**src/rtl/tgapd_pkg.sv**
```systemverilog
// Package for the TGA pixel stream decoder.
// Holds register indexes, pixel format codes and the result item type.
// No dependencies.
`timescale 1ns / 1ps

package tgapd_pkg;

  // Configuration register indexes
  localparam logic [1:0] REG_RLE_MODE     = 2'd0;
  localparam logic [1:0] REG_PIXEL_FORMAT = 2'd1;
  localparam logic [1:0] REG_IMAGE_WIDTH  = 2'd2;
  localparam logic [1:0] REG_IMAGE_HEIGHT = 2'd3;

  // Pixel format codes; the fourth code is unsupported
  localparam logic [1:0] FMT_RGB555      = 2'd0;
  localparam logic [1:0] FMT_BGR24       = 2'd1;
  localparam logic [1:0] FMT_BGRA32      = 2'd2;
  localparam logic [1:0] FMT_UNSUPPORTED = 2'd3;

  localparam int unsigned CfgDataWidth = 16;
  localparam int unsigned PixCountWidth = 32;

  // One decoded result item
  typedef struct packed {
    logic [7:0] red;
    logic [7:0] green;
    logic [7:0] blue;
    logic [7:0] alpha;
    logic [7:0] repeat_count;
    logic       last_pixel;
    logic       format_error;
  } pix_t;

endpackage

```
**src/rtl/tgapd_if.sv**
```systemverilog
// Stream interfaces of the TGA pixel stream decoder.
// tgapd_byte_if carries image data bytes, tgapd_pix_if carries decoded pixels.
// No dependencies.
`timescale 1ns / 1ps

interface tgapd_byte_if;
  logic       valid;
  logic       ready;
  logic [7:0] data_byte;

  modport source (output valid, output data_byte, input ready);
  modport sink   (input valid, input data_byte, output ready);
endinterface

interface tgapd_pix_if;
  logic       valid;
  logic       ready;
  logic [7:0] red;
  logic [7:0] green;
  logic [7:0] blue;
  logic [7:0] alpha;
  logic [7:0] repeat_count;
  logic       last_pixel;
  logic       format_error;

  modport source (
    output valid, output red, output green, output blue, output alpha,
    output repeat_count, output last_pixel, output format_error, input ready
  );
  modport sink (
    input valid, input red, input green, input blue, input alpha,
    input repeat_count, input last_pixel, input format_error, output ready
  );
endinterface

```
**src/rtl/tga_pixel_stream_decoder_top.sv**
```systemverilog
// Top level of the TGA pixel stream decoder.
// Depends on tgapd_pkg and the stream interfaces in tgapd_if.sv.
`timescale 1ns / 1ps

// Usage:
//   in_i carries the bytes of the TGA image data section, one byte per item.
//   out_o carries decoded pixels (RGBA plus a repeat count for RLE runs),
//   at most one item per input byte; bytes that only gather a pixel or hold
//   an RLE packet header produce no item.
//   The header values (RLE, pixel format, width, height) are written over the
//   cfg port while no item is in flight; width times height is multiplied at
//   the write, so the next cycle may already carry data.
//   Output: a pixel is registered and appears on out_o in the cycle after its last byte is taken.
//   Throughput: one byte per cycle. The byte is decoded by short logic into a
//   single output register; in_i stays ready while that register is empty or
//   being drained, so a byte is taken even while a result is being handed over.
//   When the receiver stalls, the result holds and in_i drops ready until the
//   result is taken.
//   Reset clears the packet state and the pixel count and loads the register
//   defaults (no RLE, 24-bit, zero size). An unsupported format reports one
//   error item and then drops all bytes until reset.
module tga_pixel_stream_decoder_top (
  input  logic                                 clk_i,
  input  logic                                 rst_ni,
  input  logic                                 cfg_we_i,
  input  logic [1:0]                           cfg_idx_i,
  input  logic [tgapd_pkg::CfgDataWidth-1:0]   cfg_data_i,
  tgapd_byte_if.sink                           in_i,
  tgapd_pix_if.source                          out_o
);

  localparam int unsigned CntW = tgapd_pkg::PixCountWidth;

  // Configuration registers
  logic        rle_q;
  logic [1:0]  fmt_q;
  logic [15:0] width_q;
  logic [15:0] height_q;
  logic [CntW-1:0] total_q;

  // Decode state
  logic            hdr_q, hdr_d;
  logic            run_q, run_d;
  logic [7:0]      left_q, left_d;
  logic [1:0]      phase_q, phase_d;
  logic [23:0]     gath_q, gath_d;
  logic [CntW-1:0] done_q, done_d;
  logic            fin_q, fin_d;
  logic            err_q, err_d;

  // Output register
  logic              out_valid_q;
  tgapd_pkg::pix_t   out_q;
  tgapd_pkg::pix_t   res;
  logic              res_valid;

  logic        acc;
  logic [15:0] mul_a, mul_b;
  logic        fmt_bad;
  logic [2:0]  bpp;
  logic [CntW-1:0] remain;
  logic [7:0]  rep;
  logic [7:0]  rep_clamp;
  logic [7:0]  r_c, g_c, b_c, a_c;
  logic [15:0] w555;

  assign in_i.ready = !out_valid_q || out_o.ready;
  assign acc        = in_i.valid && in_i.ready;

  // Pixel total follows the size registers at the write edge
  assign mul_a = (cfg_we_i && cfg_idx_i == tgapd_pkg::REG_IMAGE_WIDTH)  ? cfg_data_i : width_q;
  assign mul_b = (cfg_we_i && cfg_idx_i == tgapd_pkg::REG_IMAGE_HEIGHT) ? cfg_data_i : height_q;

  always_ff @(posedge clk_i or negedge rst_ni) begin
    if (!rst_ni) begin
      rle_q    <= 1'b0;
      fmt_q    <= tgapd_pkg::FMT_BGR24;
      width_q  <= '0;
      height_q <= '0;
      total_q  <= '0;
    end else if (cfg_we_i) begin
      unique case (cfg_idx_i)
        tgapd_pkg::REG_RLE_MODE:     rle_q    <= cfg_data_i[0];
        tgapd_pkg::REG_PIXEL_FORMAT: fmt_q    <= cfg_data_i[1:0];
        tgapd_pkg::REG_IMAGE_WIDTH:  width_q  <= cfg_data_i;
        tgapd_pkg::REG_IMAGE_HEIGHT: height_q <= cfg_data_i;
        default: ;
      endcase
      total_q <= CntW'({16'd0, mul_a} * {16'd0, mul_b});
    end
  end

  assign fmt_bad = (fmt_q == tgapd_pkg::FMT_UNSUPPORTED)
                   || (rle_q && fmt_q == tgapd_pkg::FMT_RGB555);

  always_comb begin
    unique case (fmt_q)
      tgapd_pkg::FMT_RGB555: bpp = 3'd2;
      tgapd_pkg::FMT_BGR24:  bpp = 3'd3;
      default:               bpp = 3'd4;
    endcase
  end

  assign remain = total_q - done_q;
  assign w555   = {in_i.data_byte, gath_q[7:0]};

  // Assemble colors from the gathered bytes and the closing byte
  always_comb begin
    a_c = 8'd0;
    b_c = gath_q[7:0];
    g_c = gath_q[15:8];
    r_c = gath_q[23:16];
    priority if (fmt_q == tgapd_pkg::FMT_RGB555) begin
      b_c = {w555[4:0], 3'b000};
      g_c = {w555[9:5], 3'b000};
      r_c = {w555[14:10], 3'b000};
    end else if (bpp == 3'd3 && phase_q == 2'd2) begin
      r_c = in_i.data_byte;
    end else if (phase_q == 2'd3) begin
      a_c = in_i.data_byte;
    end else begin
      // pixel cut short by a format change: close with this byte
      unique case (phase_q)
        2'd1:    g_c = in_i.data_byte;
        2'd2:    r_c = in_i.data_byte;
        default: b_c = in_i.data_byte;
      endcase
    end
  end

  // Advance packet and pixel state for one accepted item
  always_comb begin
    hdr_d     = hdr_q;
    run_d     = run_q;
    left_d    = left_q;
    phase_d   = phase_q;
    gath_d    = gath_q;
    done_d    = done_q;
    fin_d     = fin_q;
    err_d     = err_q;
    res_valid = 1'b0;
    res       = '0;
    rep       = 8'd1;
    rep_clamp = 8'd1;
    if (acc) begin
      priority if (err_q) begin
        // drop everything after an error
      end else if (fmt_bad) begin
        err_d            = 1'b1;
        res_valid        = 1'b1;
        res.format_error = 1'b1;
      end else if (fin_q || done_q >= total_q) begin
        fin_d = 1'b1;
      end else if (rle_q && hdr_q) begin
        run_d   = in_i.data_byte[7];
        left_d  = {1'b0, in_i.data_byte[6:0]} + 8'd1;
        hdr_d   = 1'b0;
        phase_d = 2'd0;
        gath_d  = '0;
      end else if ({1'b0, phase_q} + 3'd1 < bpp) begin
        unique case (phase_q)
          2'd0:    gath_d[7:0]   = gath_q[7:0]   | in_i.data_byte;
          2'd1:    gath_d[15:8]  = gath_q[15:8]  | in_i.data_byte;
          2'd2:    gath_d[23:16] = gath_q[23:16] | in_i.data_byte;
          default: ;
        endcase
        phase_d = phase_q + 2'd1;
      end else begin
        phase_d = 2'd0;
        gath_d  = '0;
        if (rle_q) begin
          if (run_q) begin
            rep    = (left_q == 8'd0) ? 8'd1 : left_q;
            left_d = 8'd0;
          end else if (left_q != 8'd0) begin
            left_d = left_q - 8'd1;
          end
          if (left_d == 8'd0) hdr_d = 1'b1;
        end
        rep_clamp = (remain < {{(CntW-8){1'b0}}, rep}) ? remain[7:0] : rep;
        done_d    = done_q + {{(CntW-8){1'b0}}, rep_clamp};
        if (done_d >= total_q) fin_d = 1'b1;
        res_valid        = 1'b1;
        res.red          = r_c;
        res.green        = g_c;
        res.blue         = b_c;
        res.alpha        = a_c;
        res.repeat_count = rep_clamp;
        res.last_pixel   = fin_d;
      end
    end
  end

  // Hold decode state
  always_ff @(posedge clk_i or negedge rst_ni) begin
    if (!rst_ni) begin
      hdr_q   <= 1'b1;
      run_q   <= 1'b0;
      left_q  <= '0;
      phase_q <= '0;
      gath_q  <= '0;
      done_q  <= '0;
      fin_q   <= 1'b0;
      err_q   <= 1'b0;
    end else begin
      hdr_q   <= hdr_d;
      run_q   <= run_d;
      left_q  <= left_d;
      phase_q <= phase_d;
      gath_q  <= gath_d;
      done_q  <= done_d;
      fin_q   <= fin_d;
      err_q   <= err_d;
    end
  end

  // Load a new result or drain the taken one
  always_ff @(posedge clk_i or negedge rst_ni) begin
    if (!rst_ni) begin
      out_valid_q <= 1'b0;
    end else if (res_valid) begin
      out_valid_q <= 1'b1;
    end else if (out_o.ready) begin
      out_valid_q <= 1'b0;
    end
  end

  always_ff @(posedge clk_i) begin
    if (res_valid) begin
      out_q <= res;
    end
  end

  assign out_o.valid        = out_valid_q;
  assign out_o.red          = out_q.red;
  assign out_o.green        = out_q.green;
  assign out_o.blue         = out_q.blue;
  assign out_o.alpha        = out_q.alpha;
  assign out_o.repeat_count = out_q.repeat_count;
  assign out_o.last_pixel   = out_q.last_pixel;
  assign out_o.format_error = out_q.format_error;

endmodule

```
**src/flat_wrapper.sv**
```systemverilog
// flat-port wrapper written by rule: the top's interface ports become plain ports
module tga_pixel_stream_decoder_top_flat 
  (clk_i, rst_ni, cfg_we_i, cfg_idx_i, cfg_data_i, in_i_valid, in_i_data_byte, in_i_ready, out_o_valid, out_o_red, out_o_green, out_o_blue, out_o_alpha, out_o_repeat_count, out_o_last_pixel, out_o_format_error, out_o_ready);
  tgapd_byte_if in_i_i ();
  tgapd_pix_if out_o_i ();
  input  logic clk_i;
  input  logic rst_ni;
  input  logic cfg_we_i;
  input  logic [1:0] cfg_idx_i;
  input  logic [tgapd_pkg::CfgDataWidth-1:0] cfg_data_i;
  input wire logic [$bits(in_i_i.valid)-1:0] in_i_valid;
  input wire logic [$bits(in_i_i.data_byte)-1:0] in_i_data_byte;
  output wire logic [$bits(in_i_i.ready)-1:0] in_i_ready;
  output wire logic [$bits(out_o_i.valid)-1:0] out_o_valid;
  output wire logic [$bits(out_o_i.red)-1:0] out_o_red;
  output wire logic [$bits(out_o_i.green)-1:0] out_o_green;
  output wire logic [$bits(out_o_i.blue)-1:0] out_o_blue;
  output wire logic [$bits(out_o_i.alpha)-1:0] out_o_alpha;
  output wire logic [$bits(out_o_i.repeat_count)-1:0] out_o_repeat_count;
  output wire logic [$bits(out_o_i.last_pixel)-1:0] out_o_last_pixel;
  output wire logic [$bits(out_o_i.format_error)-1:0] out_o_format_error;
  input wire logic [$bits(out_o_i.ready)-1:0] out_o_ready;
  assign in_i_i.valid = in_i_valid;
  assign in_i_i.data_byte = in_i_data_byte;
  assign in_i_ready = in_i_i.ready;
  assign out_o_valid = out_o_i.valid;
  assign out_o_red = out_o_i.red;
  assign out_o_green = out_o_i.green;
  assign out_o_blue = out_o_i.blue;
  assign out_o_alpha = out_o_i.alpha;
  assign out_o_repeat_count = out_o_i.repeat_count;
  assign out_o_last_pixel = out_o_i.last_pixel;
  assign out_o_format_error = out_o_i.format_error;
  assign out_o_i.ready = out_o_ready;
  tga_pixel_stream_decoder_top u_core (.clk_i(clk_i), .rst_ni(rst_ni), .cfg_we_i(cfg_we_i), .cfg_idx_i(cfg_idx_i), .cfg_data_i(cfg_data_i), .in_i(in_i_i), .out_o(out_o_i));
endmodule
```
**config.mk**
```make
export PLATFORM = sky130hd
export DESIGN_NAME = tga_pixel_stream_decoder_top_flat
export DESIGN_NICKNAME = d
export VERILOG_FILES = /design/src/rtl/tgapd_pkg.sv /design/src/rtl/tgapd_if.sv /design/src/rtl/tga_pixel_stream_decoder_top.sv /design/src/flat_wrapper.sv
export SDC_FILE = /design/constraint.sdc
export NUM_CORES = 1
export LEC_CHECK = 0
export ABC_AREA = 0
export ABC_CLOCK_PERIOD_IN_PS = 19600
export BUFFER_PORTS_ARGS = -buffer_cell sky130_fd_sc_hd__buf_2
export CAP_MARGIN = 5
export CORE_MARGIN = 10
export CORE_UTILIZATION = 33
export CTS_CLUSTER_DIAMETER = 30
export CTS_CLUSTER_SIZE = 40
export DETAILED_ROUTE_END_ITERATION = 12
export PLACE_DENSITY_LB_ADDON = 0.1
export SYNTH_ARGS = -nofsm -noshare
export SYNTH_HDL_FRONTEND = slang
export SYNTH_SLANG_ARGS = --single-unit
export TNS_END_PERCENT = 100
```
**constraint.sdc**
```tcl
create_clock -name clk_i -period 19.6 [get_ports clk_i]
set_input_delay 2.94 -clock clk_i [delete_from_list [all_inputs] [get_ports clk_i]]
set_output_delay 2.94 -clock clk_i [all_outputs]
set_load 0.01 [all_outputs]
```
==> results of run 1 <==
stage by stage:
step | util | area [sq um] | cells
after floorplan | - | 19730 | 2240
after global placement | 0.3523 | 20830 | 3012
after detailed placement | 0.3523 | 20830 | 3012
after CTS | 0.3629 | 21460 | 3044
after global routing | 0.3634 | 21490 | 3046
final | 0.3634 | 21490 | 3046
worst register-to-register path: cells and delay by family, from the launching register on:
family          cells  cell delay (ns)
flops               1             0.39
buf+inv             2             0.15
fa+ha+maj           6             1.87
xor+xnor            2             0.36
simple gates       13             3.22
compound gates     13             3.35
synthesized netlist by cell type, types with 21 or more instances:
cell      instances  area [sq um]
nor2_1          216         810.8
dfrtp_1         136          3403
xnor2_1          87         762.0
and2_1           37         231.5
nand4_1          21         131.4
a211oi_1         25         187.7
nand3_1          36         180.2
a31oi_1          30         187.7
fa_1            196          3924
mux2i_1          54         540.5
o21ai_0          83         415.4
inv_1           326          1224
nor3_1           28         140.1
edfxtp_1         42          1261
a21oi_1         104         520.5
clkbuf_1         69         259.0
ha_1            193          2415
a21o_1           38         285.3
nand2_1         297          1115
worst max path at each step:
stage,slack [ns],end,depth (start not counted)
floorplan,8.98,u_core.total_q[29]$_DFFE_PN0P_,30
global placement,7.56,u_core.total_q[29]$_DFFE_PN0P_,25
detailed placement,7.44,u_core.total_q[29]$_DFFE_PN0P_,25
CTS,7.93,u_core.total_q[29]$_DFFE_PN0P_,25
global route,8.06,u_core.total_q[29]$_DFFE_PN0P_,26
finish,8.55,u_core.total_q[29]$_DFFE_PN0P_,26
registers in the layout (all words and copies together) (netlist names), 2 cells and up:
signal and cells:
u_core.done_q 32, u_core.fmt_q 2, u_core.gath_q 24, u_core.height_q 16, u_core.left_q 8, u_core.out_o.alpha 8
u_core.out_o.blue 8, u_core.out_o.green 8, u_core.out_o.red 8, u_core.out_o.repeat_count 8, u_core.phase_q 2, u_core.total_q 32
u_core.width_q 16
layout make-up:
| class | instances | share of cell area |
|---|---|---|
| tap | 773 | 0.04500 |
| timing repair buffer | 91 | 0.02416 |
| multi-input combinational | 1639 | 0.6242 |
| clock inverter | 15 | 0.009548 |
| sequential | 180 | 0.2195 |
| clock buffer | 17 | 0.01980 |
| inverter | 331 | 0.05781 |
kinds of logic (layout without fill, tap and decap cells):
logic type | Yosys count | count (layout) | synth area share
simple gates | 713 | 713 | 0.1596
buf+inv | 421 | 454 | 0.08099
fa+ha+maj | 389 | 389 | 0.3213
compound gates | 366 | 366 | 0.1176
flops | 180 | 180 | 0.2391
xor+xnor | 100 | 100 | 0.04439
mux | 71 | 71 | 0.03710
cell usage in the layout, fill, tap and decap left out, types with 7 or more instances in the layout:
cell       Yosys  layout
a211oi_1      25      25
a21o_1        38      38
a21oi_1      104     104
a31oi_1       30      30
and2_1        37      37
and3_1        14      14
buf_2         11      73
buf_4          1      15
clkbuf_16      0      17
dfrtp_1      136     136
edfxtp_1      42      42
fa_1         196     196
ha_1         193     193
inv_1        326     325
mux2_2        17      17
mux2i_1       54      54
nand2_1      297     297
nand2b_1      14      14
nand3_1       36      36
nand4_1       21      21
nor2_1       216     216
nor2b_1        7       7
nor3_1        28      28
nor4_1         9       9
o21a_1        10      10
o21ai_0       83      83
o21bai_1      17      17
or3_1          7       7
xnor2_1       87      87
xor2_1        13      13
per-layer routing:
| layer | part of all wire | track usage |
|---|---|---|
| met4 | 0.017 | 0.04131 |
| met5 | 0 | 0 |
| met3 | 0.045 | 0.02879 |
| met1 | 0.45 | 0.2173 |
| met2 | 0.49 | 0.2888 |
==> results by stage, run 1 <==
Cells and area:
- The combined flip-flop and latch cell area is between 4000 and 5000 sq um.
- The repair_antennas step left the layout with diodes totalling 0.
- The relative area change from synthesis to final layout is 8.929%.
- The fraction of layout cells with a size suffix above 1 is 0.06863.
- The count of fill cells added during filler insertion is ~6000.
- The multi-input combinational cells in the finished layout cover a total of around 13000 sq um.
- The net count reported at finish is ~2700.

Worst setup path:
- At the worst endpoint, the arrival time is around 11 ns.
- Along the worst path, the maximum fanout reaches 14.
- The startpoint-to-endpoint class of the critical path is in -> reg.
- Setup slack on the worst reg-to-reg path comes out at 10.13 ns.
- In this run the critical register-to-register path is launched from u_core.total_q[0]$_DFFE_PN0P_.
- The largest single stage delay on the critical path is 0.66 ns.
- The launch point of the critical path is cfg_idx_i[0].
- Counting both buffers and inverters, the worst setup path holds a total of 6.
- The kind of cell with the highest combined delay on the critical path is adder cells.
- The critical path capture point type is a register.
- The required time of the critical path is ~20 ns.
- On the critical path, the stage with the largest delay is an instance of o21ai_0.
- The path depth of the worst reg2reg path is 36.
- The reg-to-reg critical path endpoint is u_core.out_o.last_pixel$_SDFFCE_PP0P_.
- The worst setup path is launched from an input port.
- In this design, the critical path's most frequently occurring cell is fa_1.

Global routing:
- The number of global-route vias before repair came to 16110.
- The largest net degree at the start of global routing is 73.
- The wire length of the first global-routing pass is 92390 um.
- For this run the aggregate overflow at the end of global routing stands at 0.
- Across every metal layer, demand over resource in global routing totals 0.1685.
- The number of antenna violations at the first check in global routing is 1.

Clocking:
- The number of clock buffers added by TritonCTS is 17.
- For this design, the CTS-stage hold fixing added 0 buffers.
- The clock-pin slew on the worst setup and hold paths is roughly 0.080 ns.
- The number of setup buffers added after CTS is 0.
- The maximum level of the CTS H-tree is 4.
- The TritonCTS clock tree is built.
- The tree built by TritonCTS fans out to 180 sinks.
- Post-CTS repair changed the size of 0 cells.
- The library cell used as clock root buffer is clkbuf_16.
- The latest clock arrival within the worst-skew pair is roughly 0.5 ns.
- The maximum clock path buffer count is 2.

Logic synthesis:
- After synthesis the cells add up to about 20000 sq um.
- Of the synthesized area, sequential elements account for 0.2391.
- The register bit count reported by yosys is 180.
- Counting flops with a built-in enable in the synthesized netlist gives 42.
- The total nets after synthesis is 2660.
- The synthesis warning total is 0.
- The leading register cell type out of synthesis is dfrtp_1.
- The number of distinct standard cells referenced by the synthesized netlist is 73.
- The post-synthesis instance total is between 2000 and 2500.
- Counting flops with an async set or reset pin after synthesis yields a share of 0.7667.
- The mean instance size in the synthesized netlist is 8.808 sq um.

Timing:
- Dividing the final minimum period by the clock period gives 0.5640.
- The final count of negative-setup-slack endpoints is 0.
- The number of max-slew violations in the final report is 0.
- The largest clock skew in the final design is ~0.026 ns.
- Setup repair after global routing left no endpoint under its margin.
- The maximum operating frequency is ~0.09 GHz.
- The pin slew with the least headroom to its limit is about 1.0 ns.
- The final setup slack of the worst path is between 8 and 9 ns.
- The headroom to the max-slew limit is 0.3102.
- Hold is met by around 0.5 ns.
- The number of hold violations in the final report came to 0.
- The worst path in the final design needs a cycle of approximately 11 ns, including I/O delays and setup.
- The setup total negative slack is 0 ns.

Routing:
- The number of iterations in the first detailed-routing pass is 5.
- The number of vias in the routed layout is ~15000.
- The remaining number of nets flagged by the antenna check after routing is 0.
- For this block, the routed nets add up to slightly below 60000 um of wire.
- For this run, design rule violations remaining after detail routing come to 0.
- In the final routed layout, each cell accounts on average for 19.20 um.
- After detailed routing, the number of vias per cell comes to 5.071.
- After the first detailed-routing iteration, the DRC count stood at around 860.

Die:
- The floorplan step set the die width to about 260 um.
- The floorplan core area is around 59000 sq um.
- The initial utilization of the core area, before any placement, comes to 0.3337.
- The die covers 69970 sq um.
- The vertical extent of the die is about 260 um.
- Row generation in the floorplan step produced 89 rows.
- During I/O placement, the number of pins put on the boundary was 75.

Placed design:
- The worst setup slack before clock tree synthesis is between 7 and 8 ns.
- The half-perimeter wire length after detailed placement is about 47000 um.
- The number of input and output port buffers inserted is 74.
- At the end of routability-driven placement, the weighted congestion stood at a little under 0.9.

Min path:
- The depth of the worst hold-timing path is 2.
- For hold timing, the worst endpoint is u_core.gath_q[20]$_DFFE_PN0P_.
- In this run the worst hold path is classified as reg -> reg.
- The critical hold path startpoint is u_core.gath_q[20]$_DFFE_PN0P_.

Run status:
- The flow ran to the end, and the final reports show no timing, DRC or antenna violations.

Run:
- The tool flagged a number of max-cap violations equal to 0.
Power of run 1 is left out: the tool's default activity adds up to more than one toggle a clock period on the data nets, which glitch-free logic cannot reach.
==> run 2, diff against run 1 <==
Settings changed: ABC_CLOCK_PERIOD_IN_PS 19600 to 10000.
Clock period 19.6 ns to 10 ns, I/O delays scaled along.
==> results by stage, run 2 (synthesis gave the netlist of run 1 again) <==
Routing:
- The via density per instance is 5.110 (was 5.071).
- The remaining number of nets flagged by the antenna check after routing is 0 (unchanged).
- The DRC violation total after the first TritonRoute iteration is 866 (was 859).
- The number of vias in the routed layout came to 15640 (was 15450).
- The detailed-route DRC error count is 0 (unchanged).
- The total routed wirelength is 59560 um (was 58480 um).
- The number of iterations in the first detailed-routing pass was 6 (was 5).
- The per-cell routed wire length is 19.46 um (was 19.20 um).

Global routing:
- The number of antenna violations at the first check in global routing is 2 (was 1).
- The largest net degree at the start of global routing is 72 (was 73).
- The global-route total usage across every layer is 0.1729 (was 0.1685).
- The wire length of the first global-routing pass came to 95320 um (was 92390 um).
- The residual overflow from global routing is 0 (unchanged).
- The number of global-route vias before repair was 16310 (was 16110).

Worst setup path:
- The launch point of the critical path is u_core.total_q[0]$_DFFE_PN0P_ (was cfg_idx_i[0]).
- The path depth of the worst reg2reg path is 35 (was 36).
- The cell type of the slowest stage on the worst timing path is a221oi_2 (was o21ai_0).
- The reg-to-reg critical path endpoint is u_core.out_o.last_pixel$_SDFFCE_PP0P_ (unchanged).
- The critical path capture point type is a register (unchanged).
- The stage delay of the slowest cell on the critical path is 0.57 ns (was 0.66 ns).
- The startpoint-to-endpoint class of the critical path is reg -> reg (was in -> reg).
- The data arrival time at the worst-slack endpoint is 9.42 ns (was 11.40 ns).
- The critical path startpoint category was a register (was input port).
- The highest fanout seen on the critical path is 12 (was 14).
- The required time of the critical path came to 10.24 ns (was 19.95 ns).
- The capturing instance or port of the critical path is u_core.out_o.last_pixel$_SDFFCE_PP0P_ (was u_core.total_q[29]$_DFFE_PN0P_).
- The reg2reg setup slack is 0.81 ns (was 10.13 ns).
- The cell seen most often among critical-path stages is ha_1 (was fa_1).
- The startpoint of the lowest-slack register-to-register path is u_core.total_q[0]$_DFFE_PN0P_ (unchanged).

Die:
- The floorplan core area is 59130 sq um (unchanged).
- The starting density of the core is 0.3337 (unchanged).
- The number of rows in the core area was 89 (unchanged).
- The die outline width is 264.5 um (unchanged).
- The die area is 69970 sq um (unchanged).
- The total I/O pin count is 75 (unchanged).
- The vertical extent of the die is 264.5 um (unchanged).

Run status:
- Run status: finished clean (unchanged).

Placed design:
- The worst setup slack before clock tree synthesis is 0.5213 ns (was 7.438 ns).
- The total instance count after detailed placement is 3028 (was 3012).
- The weighted congestion at the end of routability-driven global placement was 0.8783 (was 0.8653).
- The number of input and output port buffers inserted is 74 (unchanged).
- The half-perimeter wire length after detailed placement is 48310 um (was 47150 um).

Cells and area:
- The net count reported at finish is 2694 (was 2680).
- The relative area change from synthesis to final layout was 9.367% (was 8.929%).
- The fraction of layout cells with a size suffix above 1 is 0.07477 (was 0.06863).
- The number of diodes is 0 (unchanged).
- The most common cell after layout, fill and taps aside is inv_1 (unchanged).
- The number of standard cells in the layout, taps in and fillers out is 3060 (was 3046).
- Commonest non-fill, non-tap cells in the layout: inv_1, nand2_1, nor2_1 (unchanged).
- Regs by FF count: u_core.done_q x32, u_core.total_q x32, u_core.gath_q x24 (unchanged).

Clocking:
- The TritonCTS clock tree is built (unchanged).
- The maximum clock path buffer count is 2 (unchanged).
- The number of buffers added by the clock tree synthesis step is 17 (unchanged).
- The clock-pin slew on the worst setup and hold paths came to 0.09 ns (was 0.08 ns).
- The maximum level of the CTS H-tree came to 4 (unchanged).
- The library cell used as clock root buffer is clkbuf_16 (unchanged).
- The clock sink count is 180 (unchanged).
- The latest clock arrival within the worst-skew pair is 0.50 ns (about the same).

Min path:
- The classification of the worst-slack hold path is reg -> reg (unchanged).

Timing:
- The largest clock skew in the final design is 0.01563 ns (was 0.02612 ns).
- The number of hold violations in the final report is 0 (unchanged).
- The worst hold margin is 0.4974 ns (was 0.5018 ns).
- The final count of negative-setup-slack endpoints is 0 (unchanged).
- The headroom to the max-slew limit is 0.3299 (was 0.3102).
- Based on the critical path, the design can be clocked at up to between 0.1 and 0.15 GHz.
- The share of the cycle needed by the critical path after routing is 0.9185.
- The final critical delay including setup and external delays is a little over 9 ns.
- RSZ-0062 raised after global routing: no (unchanged).
- The pin slew with the least headroom to its limit is 1.003 ns (was 1.035 ns).
- The number of max-slew violations in the final report came to 0 (unchanged).
- The setup total negative slack came to 0 ns (unchanged).
- The final setup slack of the worst path is 0.8148 ns (was 8.545 ns).

Run:
- The number of maximum-capacitance constraint violations is 0 (unchanged).
==> run 2: worst max-delay path: cells and delay by family, from the launching register on <==
kind                       cells  cell delay (ns)
AOI/OAI and AO/OA             15             3.94
and+or+nand+nor               10             2.29
DFF                            1             0.39
buffers and inverters          2             0.12
adders and majority gates      6             1.82
xor gates and xnor gates       2             0.34
==> run 2: routing by layer <==
metal | vias to the layer above | wire [um] | GRT usage
li1 | 7416 | - | -
met1 | 7825 | 27200 | 0.2284
met2 | 350 | 29010 | 0.2940
met3 | 44 | 2523 | 0.02611
met4 | 2 | 806 | 0.03898
met5 | - | 12 | 0
==> run 2: worst min-delay path by stage <==
| stage | start | to | slack, ns | cells past startpoint |
|---|---|---|---|---|
| after global placement | u_core.gath_q[13]$_DFFE_PN0P_ | u_core.gath_q[13]$_DFFE_PN0P_ | 0.48 | 2 |
| after CTS | u_core.gath_q[13]$_DFFE_PN0P_ | u_core.gath_q[13]$_DFFE_PN0P_ | 0.50 | 2 |
| after global routing | u_core.gath_q[13]$_DFFE_PN0P_ | u_core.gath_q[13]$_DFFE_PN0P_ | 0.52 | 2 |
| final | u_core.gath_q[23]$_DFFE_PN0P_ | u_core.gath_q[23]$_DFFE_PN0P_ | 0.50 | 2 |
| after detailed placement | u_core.gath_q[15]$_DFFE_PN0P_ | u_core.gath_q[15]$_DFFE_PN0P_ | 0.49 | 2 |
| after floorplan | u_core.err_q$_DFFE_PN0P_ | u_core.err_q$_DFFE_PN0P_ | 0.46 | 1 |
==> run 2: what timing repair did <==
item | 4_1_cts | 5_1_grt
hold buffers | 0 | 0
buffers inserted | 0 | 0
gates resized for setup | 0 | 1
setup endpoints to repair | 0 | 2
==> run 2: cell type report <==
class,count,area (sq um)
timing repair buffer,105,609.3
multi-input combinational,1639,13420
sequential,180,4717
clock inverter,15,195.2
tap,773,967.2
clock buffer,17,425.4
fill,6154,37550
inverter,331,1242
==> run 2: per-stage QoR <==
| stage | utilization | area (sq um) |
|---|---|---|
| finish | 0.3649 | 21580 |
| global route | 0.3649 | 21580 |
| CTS | 0.3648 | 21570 |
| detailed placement | 0.3543 | 20950 |
| global placement | 0.3543 | 20950 |
| floorplan | - | 19730 |
Power of run 2 is left out for the same reason.
==> run 3, diff against run 2 <==
Settings changed: CORE_MARGIN 10 to 2, CORE_UTILIZATION 33 to 30.
==> results by stage, run 3 (synthesis gave the netlist of run 1 again) <==
Global routing:
- The residual overflow from global routing is 0 (unchanged).
- The global-route total usage across every layer is 0.1803 (was 0.1729).
- The number of antenna violations at the first check in global routing is 5 (was 2).
- The largest net degree at the start of global routing came to 61 (was 72).
- The number of global-route vias before repair is 15870 (was 16310).
- The wire length of the first global-routing pass is 93150 um (was 95320 um).

Worst setup path:
- The startpoint-to-endpoint class of the critical path is reg -> reg (unchanged).
- The required time of the critical path is 10.36 ns (was 10.24 ns).
- The critical path startpoint category is a register (unchanged).
- The highest fanout seen on the critical path is 12 (unchanged).
- The critical path capture point type is a register (unchanged).
- The data arrival time at the worst-slack endpoint is 9.74 ns (was 9.42 ns).
- The cell seen most often among critical-path stages is ha_1 (unchanged).
- The reg-to-reg critical path endpoint is u_core.out_o.last_pixel$_SDFFCE_PP0P_ (unchanged).
- The stage delay of the slowest cell on the critical path is 0.59 ns (was 0.57 ns).
- The cell type of the slowest stage on the worst timing path is a221oi_2 (unchanged).
- The path depth of the worst reg2reg path is 36 (was 35).
- The reg2reg setup slack was 0.62 ns (was 0.81 ns).
- The startpoint of the lowest-slack register-to-register path is u_core.total_q[0]$_DFFE_PN0P_ (unchanged).

Clocking:
- The library cell used as clock root buffer is clkbuf_16 (unchanged).
- The maximum level of the CTS H-tree is 4 (unchanged).
- The clock sink count was 180 (unchanged).
- The TritonCTS clock tree is built (unchanged).
- The latest clock arrival within the worst-skew pair is 0.50 ns (about the same).
- The clock-pin slew on the worst setup and hold paths is 0.09 ns (about the same).
- The cts-stage hold buffer count is 0 (unchanged).
- The maximum clock path buffer count was 2 (unchanged).
- The number of buffers added by the clock tree synthesis step is 17 (unchanged).

Timing:
- RSZ-0062 raised after global routing: no (unchanged).
- The final critical delay including setup and external delays is 9.383 ns (was 9.185 ns).
- The final count of negative-setup-slack endpoints is 0 (unchanged).
- The pin slew with the least headroom to its limit is 1.027 ns (was 1.003 ns).
- The setup total negative slack is 0 ns (unchanged).
- The largest clock skew in the final design came to 0.02107 ns (was 0.01563 ns).
- The number of max-slew violations in the final report is 0 (unchanged).
- The share of the cycle needed by the critical path after routing came to 0.9383 (was 0.9185).
- The number of hold violations in the final report was 0 (unchanged).
- The maximum operating frequency came to 0.1066 GHz (was 0.1089 GHz).
- The headroom to the max-slew limit is 0.3142 (was 0.3299).

Routing:
- The number of iterations in the first detailed-routing pass is 7 (was 6).
- The met1 wire length came to 27680 um (was 27200 um).
- The DRC violation total after the first TritonRoute iteration is 793 (was 866).
- The total length of routed met3 wires is 2133 um (was 2523 um).
- The per-cell routed wire length came to 19.09 um (was 19.46 um).
- The met2 wirelength from detailed routing is 29220 um (was 29010 um).
- The detailed-route DRC error count is 0 (unchanged).
- The via density per instance is 4.929 (was 5.110).
- The top layer reached by signal wires is met5 (unchanged).
- The number of vias in the routed layout was 15550 (was 15640).
- The total routed wirelength is 60210 um (was 59560 um).
- The remaining number of nets flagged by the antenna check after routing came to 0 (unchanged).

Cells and area:
- The net count reported at finish was 2694 (unchanged).
- The most common cell after layout, fill and taps aside was inv_1 (unchanged).
- Regs by FF count: u_core.done_q x32, u_core.total_q x32, u_core.gath_q x24 (unchanged).
- Commonest non-fill, non-tap cells in the layout: inv_1, nand2_1, nor2_1 (unchanged).
- The fraction of layout cells with a size suffix above 1 is 0.07477 (unchanged).
- The relative area change from synthesis to final layout is 10.10% (was 9.367%).

Die:
- The starting density of the core is 0.3017 (was 0.3337).
- The die outline width is 260.4 um (was 264.5 um).
- The total I/O pin count is 75 (unchanged).
- The vertical extent of the die is 260.4 um (was 264.5 um).
- The die area was 67830 sq um (was 69970 sq um).
- The floorplan core area is 65390 sq um (was 59130 sq um).
- The number of rows in the core area is 94 (was 89).

Min path:
- The critical hold path startpoint is u_core.gath_q[18]$_DFFE_PN0P_ (was u_core.gath_q[23]$_DFFE_PN0P_).
- The sink of the worst hold path is u_core.gath_q[18]$_DFFE_PN0P_ (was u_core.gath_q[23]$_DFFE_PN0P_).
- The depth of the worst hold-timing path is 2 (unchanged).
- The classification of the worst-slack hold path is reg -> reg (unchanged).

Placed design:
- The weighted congestion at the end of routability-driven global placement is 0.8772 (was 0.8783).
- The half-perimeter wire length after detailed placement is 48880 um (was 48310 um).
- The number of input and output port buffers inserted is 74 (unchanged).

Run status:
- Run status: finished clean (unchanged).

Run:
- The number of maximum-capacitance constraint violations is 0 (unchanged).
## run 3: cell types whose count changed in the layout (fill, tap and decap cells not counted), sizes merged
cell / previous run / this run
clkinvlp: 1 / 0
diode: 0 / 3
inv: 332 / 333
## run 3: repair_timing
item	CTS	global route
gates resized for setup	0	1
setup buffers	0	0
endpoints found under the hold margin	0	0
setup endpoints to repair	0	2
## run 3: area by class of cell
cell class / instances / area [sq um]
inverters: 331 / 1242
fillers: 6948 / 43670
repair buffers: 105 / 609.3
well taps: 864 / 1081
multi-input cells: 1639 / 13420
clock buffers: 17 / 425.4
clock inverters: 15 / 217.7
diodes: 3 / 7.507
flip-flops and latches: 180 / 4717
## run 3: worst max-delay path: cells and delay by family, from the launching register on
family | cells | cell delay, ns
simple gates | 13 | 3.29
compound gates | 13 | 3.21
fa+ha+maj | 6 | 1.84
flops | 1 | 0.40
xor+xnor | 2 | 0.35
buf+inv | 2 | 0.13
## run 3: layer usage
layer,up-vias,global-route usage
li1,7409,-
met1,7765,0.2429
met2,311,0.3004
met3,58,0.02584
met4,2,0.05206
met5,-,0
## run 3: how the worst max path moves through the flow
stage | from | to | slack (ns)
finish | u_core.total_q[0]$_DFFE_PN0P_ | u_core.out_o.last_pixel$_SDFFCE_PP0P_ | 0.62
global route | u_core.total_q[0]$_DFFE_PN0P_ | u_core.fin_q$_DFFE_PN0P_ | 0.04
CTS | u_core.total_q[0]$_DFFE_PN0P_ | u_core.fin_q$_DFFE_PN0P_ | 0.37
detailed placement | u_core.total_q[0]$_DFFE_PN0P_ | u_core.fin_q$_DFFE_PN0P_ | 0.43
global placement | u_core.total_q[0]$_DFFE_PN0P_ | u_core.out_o.last_pixel$_SDFFCE_PP0P_ | 0.34
floorplan | cfg_we_i | u_core.total_q[29]$_DFFE_PN0P_ | 0.82
## run 3: through the flow
stage,area [sq um],util,std cells,hold slack [ns],setup WS [ns]
5_1_grt,21720,0.3322,3154,0.5256,0.04163
2_1_floorplan,19730,-,2240,0.4587,0.8190
3_3_place_gp,21060,0.3221,3119,0.4750,0.3395
3_5_place_dp,21060,0.3221,3119,0.4852,0.4266
6_report,21720,0.3322,3154,0.4991,0.6174
4_1_cts,21710,0.3319,3151,0.5035,0.3654
Power of run 3 is left out for the same reason.
